## config.mk

```make
export PLATFORM = sky130hd
export DESIGN_NAME = id3v2_frame_stream_parser_top
export DESIGN_NICKNAME = d
export VERILOG_FILES = /design/src/rtl/id3fp_pkg.sv /design/src/rtl/id3fp_cfg.sv /design/src/rtl/id3fp_core.sv /design/src/rtl/id3fp_obuf.sv /design/src/rtl/id3fp_top.sv
export SDC_FILE = /design/constraint.sdc
export NUM_CORES = 1
export LEC_CHECK = 0
export BUFFER_PORTS_ARGS = -buffer_cell sky130_fd_sc_hd__buf_2
export CORE_MARGIN = 3
export CORE_UTILIZATION = 53
export DETAILED_ROUTE_END_ITERATION = 8
export PLACE_DENSITY = 0.68
export SLEW_MARGIN = 5
export SYNTH_ARGS = -nofsm -noshare
export SYNTH_HDL_FRONTEND = slang
export SYNTH_HIERARCHICAL = 1
export SYNTH_SLANG_ARGS = --single-unit
```

## constraint.sdc

```tcl
create_clock -name clk -period 33 [get_ports clk]
set_input_delay 6.6 -clock clk [delete_from_list [all_inputs] [get_ports clk]]
set_output_delay 6.6 -clock clk [all_outputs]
set_load 0.02 [all_outputs]
```

## src/rtl/id3fp_pkg.sv

```systemverilog
// ----------------------------------------------------------------------------
// id3fp_pkg
// Types and constants shared by the ID3v2 frame stream parser modules.
// ----------------------------------------------------------------------------
package id3fp_pkg;

  localparam logic [27:0] POS_MAX   = 28'hFFF_FFFF;
  localparam logic [3:0]  HDR_BYTES = 4'd10;
  localparam logic [3:0]  ID_END    = 4'd4;
  localparam logic [3:0]  SIZE_END  = 4'd8;
  localparam logic [3:0]  SIZE_LAST = 4'd7;
  localparam logic [3:0]  FLAGS_HI  = 4'd8;
  localparam logic [3:0]  LEN_LAST  = 4'd3;
  localparam logic [7:0]  BYTE_FF   = 8'hFF;

  localparam logic [1:0] REG_VERSION = 2'd0;
  localparam logic [1:0] REG_UNSYNC  = 2'd1;
  localparam logic [1:0] REG_LENGTH  = 2'd2;

  localparam int FLAG_GROUP  = 4;
  localparam int FLAG_UNSYNC = 1;
  localparam int FLAG_DLEN   = 0;

  typedef enum logic [2:0] {
    PH_HEADER,
    PH_GROUP,
    PH_LENGTH,
    PH_PAYLOAD,
    PH_STOPPED
  } phase_t;

  typedef enum logic [2:0] {
    KIND_HEADER    = 3'd0,
    KIND_PAYLOAD   = 3'd1,
    KIND_FRAME_END = 3'd2,
    KIND_PADDING   = 3'd3,
    KIND_EXHAUSTED = 3'd4,
    KIND_ERROR     = 3'd5
  } kind_t;

  typedef enum logic [1:0] {
    ERR_NONE     = 2'd0,
    ERR_SIZE_SS  = 2'd1,
    ERR_DLEN_SS  = 2'd2,
    ERR_OVERFLOW = 2'd3
  } err_t;

  typedef struct packed {
    logic [7:0] data_byte_in;
    logic       first_byte;
  } item_t;

  typedef struct packed {
    kind_t       kind;
    logic [31:0] frame_id;
    logic [31:0] frame_size;
    logic [7:0]  frame_flags;
    logic [7:0]  frame_group;
    logic [31:0] data_length;
    logic [7:0]  payload_byte;
    logic        frame_last;
    err_t        error_code;
  } result_t;

  typedef struct packed {
    logic [2:0]  version;
    logic        unsync;
    logic [27:0] data_length;
  } cfg_t;

  function automatic logic not_synchsafe(input logic [31:0] v);
    return v[31] | v[23] | v[15] | v[7];
  endfunction

  function automatic logic [31:0] ss_unpack(input logic [31:0] v);
    return {4'd0, v[30:24], v[22:16], v[14:8], v[6:0]};
  endfunction

endpackage

```

## src/rtl/id3fp_cfg.sv

```systemverilog
// ----------------------------------------------------------------------------
// id3fp_cfg
// APB register file: tag version, tag unsync flag, tag frame-data length.
// ----------------------------------------------------------------------------
module id3fp_cfg import id3fp_pkg::*; (
  input  logic        clk,
  input  logic        rst,
  input  logic        psel,
  input  logic        penable,
  input  logic        pwrite,
  input  logic [3:0]  paddr,
  input  logic [31:0] pwdata,
  output logic [31:0] prdata,
  output logic        pready,
  output cfg_t        cfg
);

  logic       wr;
  logic [1:0] idx;

  assign pready = 1'b1;
  assign idx    = paddr[3:2];
  assign wr     = psel & penable & pwrite & pready;

  always_ff @(posedge clk) begin
    if (rst) begin
      cfg.version     <= 3'd4;
      cfg.unsync      <= 1'b0;
      cfg.data_length <= 28'd0;
    end else if (wr) begin
      case (idx)
        REG_VERSION: cfg.version     <= pwdata[2:0];
        REG_UNSYNC:  cfg.unsync      <= pwdata[0];
        REG_LENGTH:  cfg.data_length <= pwdata[27:0];
        default: ;
      endcase
    end
  end

  always_comb begin
    case (idx)
      REG_VERSION: prdata = {29'd0, cfg.version};
      REG_UNSYNC:  prdata = {31'd0, cfg.unsync};
      REG_LENGTH:  prdata = {4'd0, cfg.data_length};
      default:     prdata = 32'd0;
    endcase
  end

endmodule

```

## src/rtl/id3fp_core.sv

```systemverilog
// ----------------------------------------------------------------------------
// id3fp_core
// Input register and per-byte parse state; one byte processed per cycle unless held by the output skid stage.
// ----------------------------------------------------------------------------
module id3fp_core import id3fp_pkg::*; (
  input  logic    clk,
  input  logic    rst,
  input  cfg_t    cfg,
  input  logic    item_valid,
  output logic    item_ready,
  input  item_t   item,
  input  logic    hold,
  output logic    res_valid,
  output result_t res
);

  logic        s1_valid;
  logic [7:0]  s1_byte;
  logic        s1_first;
  logic        take;

  phase_t      phase, phase_next, cur_phase;
  logic [27:0] position, position_next, cur_pos, pos_inc;
  logic [3:0]  fbc, fbc_next, cur_fbc;
  logic [31:0] id_shift, id_shift_next, cur_id, hid;
  logic [31:0] size_shift, size_shift_next, cur_size, hsize;
  logic [7:0]  flag_bits, flag_bits_next, cur_flags, hflags;
  logic [7:0]  group_reg, group_reg_next, cur_grp;
  logic [31:0] length_shift, length_shift_next, cur_len, hlen, new_len;
  logic [31:0] payload_left, payload_left_next, cur_left, left_dec;
  logic        prev_ff, prev_ff_next, cur_prev;

  logic        v4, no_room, overflow, do_finish, drop, last;
  logic        emit, eframe, elast;
  kind_t       ekind;
  err_t        eerr;
  logic [7:0]  ebyte;

  assign take       = s1_valid & ~hold;
  assign item_ready = ~s1_valid | take;

  always_ff @(posedge clk) begin
    if (rst) begin
      s1_valid <= 1'b0;
    end else if (item_ready) begin
      s1_valid <= item_valid;
    end
    if (item_ready && item_valid) begin
      s1_byte  <= item.data_byte_in;
      s1_first <= item.first_byte;
    end
  end

  always_comb begin
    cur_phase = s1_first ? PH_HEADER : phase;
    cur_pos   = s1_first ? 28'd0 : position;
    cur_fbc   = s1_first ? 4'd0 : fbc;
    cur_id    = s1_first ? 32'd0 : id_shift;
    cur_size  = s1_first ? 32'd0 : size_shift;
    cur_flags = s1_first ? 8'd0 : flag_bits;
    cur_grp   = s1_first ? 8'd0 : group_reg;
    cur_len   = s1_first ? 32'd0 : length_shift;
    cur_left  = s1_first ? 32'd0 : payload_left;
    cur_prev  = s1_first ? 1'b0 : prev_ff;
  end

  assign v4       = cfg.version[2];
  assign pos_inc  = (cur_pos == POS_MAX) ? cur_pos : cur_pos + 28'd1;
  assign no_room  = ({1'b0, cur_pos} + {25'd0, HDR_BYTES}) > {1'b0, cfg.data_length};
  assign overflow = ({5'd0, pos_inc} + {1'b0, cur_size}) > {5'd0, cfg.data_length};
  assign new_len  = {cur_len[23:0], s1_byte};
  assign left_dec = (cur_left != 32'd0) ? cur_left - 32'd1 : cur_left;
  assign last     = (left_dec == 32'd0);
  assign drop     = (cur_flags[FLAG_UNSYNC] | cfg.unsync) & cur_prev & (s1_byte == 8'd0);

  assign hid    = (cur_fbc == 4'd0) ? 32'd0 : cur_id;
  assign hsize  = (cur_fbc == 4'd0) ? 32'd0 : cur_size;
  assign hflags = (cur_fbc == 4'd0) ? 8'd0 : cur_flags;
  assign hlen   = (cur_fbc == 4'd0) ? 32'd0 : cur_len;

  // next state
  always_comb begin
    phase_next        = cur_phase;
    position_next     = cur_pos;
    fbc_next          = cur_fbc;
    id_shift_next     = cur_id;
    size_shift_next   = cur_size;
    flag_bits_next    = cur_flags;
    group_reg_next    = cur_grp;
    length_shift_next = cur_len;
    payload_left_next = cur_left;
    prev_ff_next      = cur_prev;
    emit      = 1'b0;
    ekind     = KIND_HEADER;
    eerr      = ERR_NONE;
    eframe    = 1'b0;
    elast     = 1'b0;
    ebyte     = 8'd0;
    do_finish = 1'b0;

    case (cur_phase)
      PH_HEADER: begin
        if (cur_fbc == 4'd0 && no_room) begin
          phase_next = PH_STOPPED;
          emit       = 1'b1;
          ekind      = KIND_EXHAUSTED;
        end else if (cur_fbc == 4'd0 && s1_byte == 8'd0) begin
          phase_next = PH_STOPPED;
          emit       = 1'b1;
          ekind      = KIND_PADDING;
        end else begin
          id_shift_next     = hid;
          size_shift_next   = hsize;
          flag_bits_next    = hflags;
          length_shift_next = hlen;
          if (cur_fbc == 4'd0) begin
            group_reg_next = 8'd0;
          end
          position_next = pos_inc;
          fbc_next      = cur_fbc + 4'd1;
          if (cur_fbc < ID_END) begin
            id_shift_next = {hid[23:0], s1_byte};
          end else if (cur_fbc < SIZE_END) begin
            size_shift_next = {hsize[23:0], s1_byte};
            if (cur_fbc == SIZE_LAST && v4) begin
              if (not_synchsafe({hsize[23:0], s1_byte})) begin
                phase_next = PH_STOPPED;
                emit       = 1'b1;
                ekind      = KIND_ERROR;
                eerr       = ERR_SIZE_SS;
              end else begin
                size_shift_next = ss_unpack({hsize[23:0], s1_byte});
              end
            end
          end else if (cur_fbc == FLAGS_HI) begin
            flag_bits_next = {s1_byte[6:4], 5'd0};
          end else begin
            flag_bits_next = hflags | {3'd0, s1_byte[6], s1_byte[3:0]};
            fbc_next       = 4'd0;
            if (flag_bits_next[FLAG_GROUP]) begin
              phase_next = PH_GROUP;
            end else if (flag_bits_next[FLAG_DLEN]) begin
              phase_next = PH_LENGTH;
            end else begin
              do_finish = 1'b1;
            end
          end
        end
      end
      PH_GROUP: begin
        position_next  = pos_inc;
        group_reg_next = s1_byte;
        if (cur_flags[FLAG_DLEN]) begin
          phase_next = PH_LENGTH;
          fbc_next   = 4'd0;
        end else begin
          do_finish = 1'b1;
        end
      end
      PH_LENGTH: begin
        position_next     = pos_inc;
        length_shift_next = new_len;
        fbc_next          = cur_fbc + 4'd1;
        if (cur_fbc == LEN_LAST) begin
          fbc_next = 4'd0;
          if (v4 && not_synchsafe(new_len)) begin
            phase_next = PH_STOPPED;
            emit       = 1'b1;
            ekind      = KIND_ERROR;
            eerr       = ERR_DLEN_SS;
          end else begin
            if (v4) begin
              length_shift_next = ss_unpack(new_len);
            end
            do_finish = 1'b1;
          end
        end
      end
      PH_PAYLOAD: begin
        position_next     = pos_inc;
        payload_left_next = left_dec;
        if (last) begin
          phase_next = PH_HEADER;
        end
        if (drop) begin
          prev_ff_next = 1'b0;
          if (last) begin
            emit   = 1'b1;
            ekind  = KIND_FRAME_END;
            eframe = 1'b1;
            elast  = 1'b1;
          end
        end else begin
          prev_ff_next = (s1_byte == BYTE_FF);
          emit   = 1'b1;
          ekind  = KIND_PAYLOAD;
          eframe = 1'b1;
          elast  = last;
          ebyte  = s1_byte;
        end
      end
      default: ;
    endcase

    if (do_finish) begin
      emit = 1'b1;
      if (overflow) begin
        phase_next = PH_STOPPED;
        ekind      = KIND_ERROR;
        eerr       = ERR_OVERFLOW;
      end else begin
        payload_left_next = cur_size;
        prev_ff_next      = 1'b0;
        fbc_next          = 4'd0;
        ekind             = KIND_HEADER;
        eframe            = 1'b1;
        if (cur_size == 32'd0) begin
          phase_next = PH_HEADER;
          elast      = 1'b1;
        end else begin
          phase_next = PH_PAYLOAD;
        end
      end
    end
  end

  // result
  always_comb begin
    res_valid        = take & emit;
    res.kind         = ekind;
    res.frame_id     = eframe ? id_shift_next : 32'd0;
    res.frame_size   = eframe ? size_shift_next : 32'd0;
    res.frame_flags  = eframe ? flag_bits_next : 8'd0;
    res.frame_group  = eframe ? group_reg_next : 8'd0;
    res.data_length  = eframe ? length_shift_next : 32'd0;
    res.payload_byte = ebyte;
    res.frame_last   = elast;
    res.error_code   = eerr;
  end

  always_ff @(posedge clk) begin
    if (rst) begin
      phase        <= PH_HEADER;
      position     <= 28'd0;
      fbc          <= 4'd0;
      id_shift     <= 32'd0;
      size_shift   <= 32'd0;
      flag_bits    <= 8'd0;
      group_reg    <= 8'd0;
      length_shift <= 32'd0;
      payload_left <= 32'd0;
      prev_ff      <= 1'b0;
    end else if (take) begin
      phase        <= phase_next;
      position     <= position_next;
      fbc          <= fbc_next;
      id_shift     <= id_shift_next;
      size_shift   <= size_shift_next;
      flag_bits    <= flag_bits_next;
      group_reg    <= group_reg_next;
      length_shift <= length_shift_next;
      payload_left <= payload_left_next;
      prev_ff      <= prev_ff_next;
    end
  end

endmodule

```

## src/rtl/id3fp_obuf.sv

```systemverilog
// ----------------------------------------------------------------------------
// id3fp_obuf
// Result output register with a one-entry skid stage.
// ----------------------------------------------------------------------------
module id3fp_obuf import id3fp_pkg::*; (
  input  logic    clk,
  input  logic    rst,
  input  logic    res_valid,
  input  result_t res,
  output logic    hold,
  output logic    result_valid,
  input  logic    result_ready,
  output result_t result
);

  logic    skid_valid;
  result_t skid;

  assign hold = skid_valid;

  always_ff @(posedge clk) begin
    if (rst) begin
      result_valid <= 1'b0;
      skid_valid   <= 1'b0;
    end else if (result_valid && !result_ready) begin
      if (res_valid && !skid_valid) begin
        skid_valid <= 1'b1;
        skid       <= res;
      end
    end else if (skid_valid) begin
      result       <= skid;
      result_valid <= 1'b1;
      skid_valid   <= 1'b0;
    end else begin
      result_valid <= res_valid;
      if (res_valid) begin
        result <= res;
      end
    end
  end

endmodule

```

## src/rtl/id3fp_top.sv

```systemverilog
// ----------------------------------------------------------------------------
// id3v2_frame_stream_parser_top
// ID3v2 frame stream parser: frame headers, resynchronized payload bytes.
// ----------------------------------------------------------------------------
// Takes one frame-data byte per cycle with no gaps needed between bytes.
// Each byte is registered at the input, processed by the combinational
// parse-state update, and its result (if any) is registered in the output
// register or skid stage before it appears on the result port. The
// combinational state update sets the rate. A one-entry skid stage holds
// one more result while a result waits; input then stalls until it is taken.
// Registers (APB, byte address 0/4/8): tag version, tag unsync, tag length;
// write them only while the parser is idle.
module id3v2_frame_stream_parser_top import id3fp_pkg::*; (
  input  logic        clk,
  input  logic        rst,
  input  logic        psel,
  input  logic        penable,
  input  logic        pwrite,
  input  logic [3:0]  paddr,
  input  logic [31:0] pwdata,
  output logic [31:0] prdata,
  output logic        pready,
  input  logic        item_valid,
  output logic        item_ready,
  input  item_t       item,
  output logic        result_valid,
  input  logic        result_ready,
  output result_t     result
);

  cfg_t    cfg;
  logic    hold;
  logic    res_valid;
  result_t res;

  id3fp_cfg u_cfg (
    .clk     (clk),
    .rst     (rst),
    .psel    (psel),
    .penable (penable),
    .pwrite  (pwrite),
    .paddr   (paddr),
    .pwdata  (pwdata),
    .prdata  (prdata),
    .pready  (pready),
    .cfg     (cfg)
  );

  id3fp_core u_core (
    .clk        (clk),
    .rst        (rst),
    .cfg        (cfg),
    .item_valid (item_valid),
    .item_ready (item_ready),
    .item       (item),
    .hold       (hold),
    .res_valid  (res_valid),
    .res        (res)
  );

  id3fp_obuf u_obuf (
    .clk          (clk),
    .rst          (rst),
    .res_valid    (res_valid),
    .res          (res),
    .hold         (hold),
    .result_valid (result_valid),
    .result_ready (result_ready),
    .result       (result)
  );

  a_skid_behind_out: assert property (@(posedge clk) disable iff (rst)
    hold |-> result_valid)
    else $error("skid entry held with empty output register");

  a_no_new_when_held: assert property (@(posedge clk) disable iff (rst)
    hold |-> !res_valid)
    else $error("result produced while skid stage full");

  a_err_code_kind: assert property (@(posedge clk) disable iff (rst)
    result_valid |-> ((result.kind == KIND_ERROR) == (result.error_code != ERR_NONE)))
    else $error("error code does not match result kind");

  a_byte_only_payload: assert property (@(posedge clk) disable iff (rst)
    (result_valid && result.kind != KIND_PAYLOAD) |-> (result.payload_byte == 8'd0))
    else $error("payload byte set on non-payload result");

endmodule
```

Word level (Yosys, flattened, before mapping)
Cells that the tools add are included.
{"block": "totals", "register_bits": 476}
{"block": "classes", "add_sub_neg": 5, "order_cmp": 4, "eq_ne": 10, "mux": 146, "bitwise_logic": 19, "reduce_logical": 24}
{"cell": "$mux W32", "n": 30}
{"cell": "$mux W126", "n": 2}
{"cell": "$mux W8", "n": 16}
{"cell": "$mux W28", "n": 4}
{"cell": "$pmux W28 S3", "n": 1}
{"cell": "$mux W3", "n": 26}
{"cell": "$logic_not A32 Y1", "n": 2}
{"cell": "$pmux W32 S2", "n": 1}
{"cell": "$pmux W28 S2", "n": 1}
{"cell": "$mux W4", "n": 10}
{"cell": "$mux W1", "n": 36}
{"cell": "$add A28 B32 Y33", "n": 1}
{"cell": "$gt A33 B28 Y1", "n": 1}
{"cell": "$reduce_bool A32 Y1", "n": 1}
{"cell": "$sub A32 B1 Y32 const B", "n": 1}
{"cell": "$add A28 B4 Y29 const B", "n": 1}
{"cell": "$gt A29 B28 Y1", "n": 1}
{"cell": "$add A28 B1 Y28 const B", "n": 1}
{"cell": "$eq A28 B28 Y1 const B", "n": 1}
{"cell": "$mux W2", "n": 12}
{"cell": "$pmux W8 S2", "n": 1}
{"cell": "$pmux W3 S4", "n": 1}
{"cell": "$pmux W4 S3", "n": 1}
{"cell": "$pmux W3 S3", "n": 1}
{"cell": "28 further kinds", "n": 55}

Depth between registers and ports, before layout
{"block": "logic_depth", "depth_word": 17, "mapped_depth": 45, "depth_no_buf": 34}

Modules after synthesis
Netlist, hierarchy kept.
{"mod": "id3fp_core", "instances": 1, "cells_per_inst": 2338, "area_each_um2": 16749.8}
{"mod": "id3fp_obuf", "instances": 1, "cells_per_inst": 401, "area_each_um2": 9226.3}
{"mod": "id3fp_cfg", "instances": 1, "cells_per_inst": 182, "area_each_um2": 1705.4}

Worst setup path after synthesis
Ideal clock, no wire load.
{"block": "synth_timing", "kind": "input -> register", "start": "in rst", "end": "reg, netlist name u_obuf/result[0]", "setup_time_ns": 0.767, "arrival_ns": 15.297, "required_ns": 32.233, "slack_ns": 16.935, "stages": 1, "path_buffers": 0, "path_cell_list": "nor3_1"}
{"block": "synth_via", "elab_chain_cells": 2}
{"element": "from (decl)", "line": "id3fp_top.sv:15", "source": "input logic rst,"}
{"element": "$not A1 Y1 (no source line)"}
{"element": "$reduce_and A3 Y1 (no source line)"}
Every way passes these cells.
A chain may end at the register's enable or synchronous reset.

Worst setup path after layout
{"block": "layout_timing", "start": "in paddr[3]", "end": "out prdata[0]"}
{"block": "layout_via", "elab_chain_cells": 2, "elab_cells_between_ends": 4, "cone_classes": "eq/ne: 2; mux: 1; reduce/logical: 1"}
{"element": "from (decl)", "line": "id3fp_top.sv:19", "source": "input logic [3:0] paddr,"}
{"element": "$eq A2 B2 Y1, or another cell as far along", "line": "id3fp_cfg.sv:41", "source": "case (idx)"}
{"element": "$pmux W28 S3 (*)", "line": "id3fp_cfg.sv:41"}
{"element": "to (decl)", "line": "id3fp_top.sv:21", "source": "output logic [31:0] prdata,"}
Every way passes the cells marked *; elsewhere a longest branch is shown, timed or not.

==> metrics.cfg <==
[floorplan]
die_y_um = 235
die_width_um = 235
num_rows = 83
io_pins = 213
die-area_mm2 = 0.0550
core_mm2 = 0.0515
initial_utilization_pct = 53.7

[synthesis]
synth_cell_types = 94
synth_edf_count = 261
synth_cells = 2921
synth_area_mm2 = 0.0277
ys_seq_area_share_pct = 43.9
ys_async_sr_fraction_pct = 0
yosysWarnings = 6
yosys_most_used_dff = edfxtp_1
ys_ff_latch = 476
avgSynthCellArea_um2 = 9.48

[layout]
fin_area_mm2 = 0.0306
layout.cells.non_filler = 3734
area_growth_pct = 10.4
largestRegisters = u_obuf/result: 126 flops, u_obuf/skid: 126 flops
final_cell_mix = nor2_1 (340), edfxtp_1 (261), nand2_1 (219)
fin_nets = 3152
drive_gt1_share_pct = 17.0
final_common_cell = nor2_1

[min_path]
hold_class = reg2reg
hold_end = u_core/size_shift[4]
hold_start = u_core/size_shift[4]
hold_depth = 1

[sta]
hold_violations = 0
fin_ws_ns = 18.56
clock_skew_ns = 0.0308
worstMarginPinSlew_ns = 1.23
timing.hold.ws_ns = 0.474
max_freq_mhz = 69.2
drv_slew = 0
post-route-min-period_ns = 14.44
fin_crit_sh_pct = 43.8
setup_viol_count_final = 0
setup_tns_ns = 0
rsz0062_at_grt = no
max-slew-margin-rel_pct = 16.8

[clock_network]
root_buffer = clkbuf_16
clk_pin_slew_worst_paths_ns = 0.06
cts_hold_buffers = 0
clk_latency_ns = 0.61
cts_buffers = 50
cts_tree = yes
cts_max_path_buffers = 3
h-tree-depth = 2
cts_num_sinks = 476
cts_resized = 0
cts_setup_buffers = 0

[worst_setup_path]
cp.required_ns = 26.40
arrival_ns = 7.84
cp-start-kind = input pin
rr_endpoint = u_obuf/result[111]
crit_type = in2out
r2r_cells = 35
endpoint_kind = output pin
ff2ff_setup_slack_ns = 21.92
reg2reg_from = u_core/s1_first
cp_max_fo = 26

[job]
cap_violations = 0

[drt]
via_count = 23394
wl_met3_um = 6620
wire_per_inst_um = 22.8
top_layer = met4
via_per_inst = 6.27
drc = 0
totalWireLength_um = 85100
antenna_left = 0
dr.pass1.iters = 5
drtIter0Drc = 2543
wl_met2_um = 38500
wl_met1_um = 37100

[grt]
grt_pass1_vias = 22141
grt_max_degree = 102
grt_pass1_wl_um = 129000
grt_usage_pct = 30.2
overflow = 0
antenna_found_initial = 2

[placement]
hpwlAfterDp_um = 61500
dp_slack_ns = 18.56
io_buffers = 201
placed_area_mm2 = 0.0289
place_congestion = 0.961
place_inst = 3639

[pwr]
power_leakage_nw = 11.4
ir_worst_vdd_mv = 0.0379
power_density_mw_per_mm2 = 45.1

[run_status]
status = finished, final reports clean

-- synth_stat cells, drive strengths merged (72+ instances only) --
cell type | number | area (um2)
nor2 | 351 | 1340
edfxtp | 261 | 7840
nand2 | 219 | 822
dfxtp | 215 | 4300
a21oi | 191 | 956
clkbuf | 142 | 534
mux2 | 142 | 1600
o21ai | 117 | 586
a22oi | 107 | 803
ha | 88 | 1100
nand2b | 85 | 532
buf | 72 | 552
-- where the power goes --
part	internal, W	switching, W	leakage (nW)
logic	0.0000469	0.000117	6.34
clock network	0.000325	0.000244	0.814
registers	0.000634	0.0000105	4.27
-- cell families after synthesis --
group / share of synthesized area [%]
other: 0.0271
adder cells (fa/ha/maj): 4.05
AND/OR/NAND/NOR: 19.0
multiplexers: 8.27
buffers and inverters: 4.80
XOR/XNOR: 2.88
flip-flops: 43.9
AO/OA/AOI/OAI: 17.1
-- through the flow --
step / total power (W) / utilization [%]
detailed placement: 0.000816 / 56.1
finish: 0.00138 / 59.3
global route: 0.00142 / 59.3
global placement: 0.000813 / 56.1
floorplan: 0.000764 / -
CTS: 0.00138 / 59.3
-- worst max path at each step --
stage / startpoint / to / slack, ns
global route: paddr[3] / prdata[0] / 18.36
detailed placement: paddr[3] / prdata[0] / 18.56
global placement: paddr[3] / prdata[0] / 18.67
floorplan: rst / u_obuf/result[0] / 16.94
CTS: paddr[3] / prdata[0] / 18.56
finish: paddr[3] / prdata[0] / 18.56
-- layer usage --
metal,vias up,global-route usage (%)
met4,0,10.3
li1,10912,-
met3,168,4.94
met5,-,0
met2,1010,47.1
met1,11304,42.7
-- worst max-delay path, stage by stage --
cell	delay, ns
buf_2	0.15
nor2b_2	0.66
nand2_1	0.10
o21ai_0	0.12
buf_2	0.20
-- final cells by class --
cell class / instances / area [um2]
well taps: 680 / 851
inverters: 65 / 244
clock buffers: 64 / 1350
fillers: 4445 / 20900
clock inverters: 30 / 315
multi-input cells: 2169 / 14300
diodes: 1 / 2.50
repair buffers: 249 / 1380
flip-flops and latches: 476 / 12100
(Power assumes the default switching activity.)
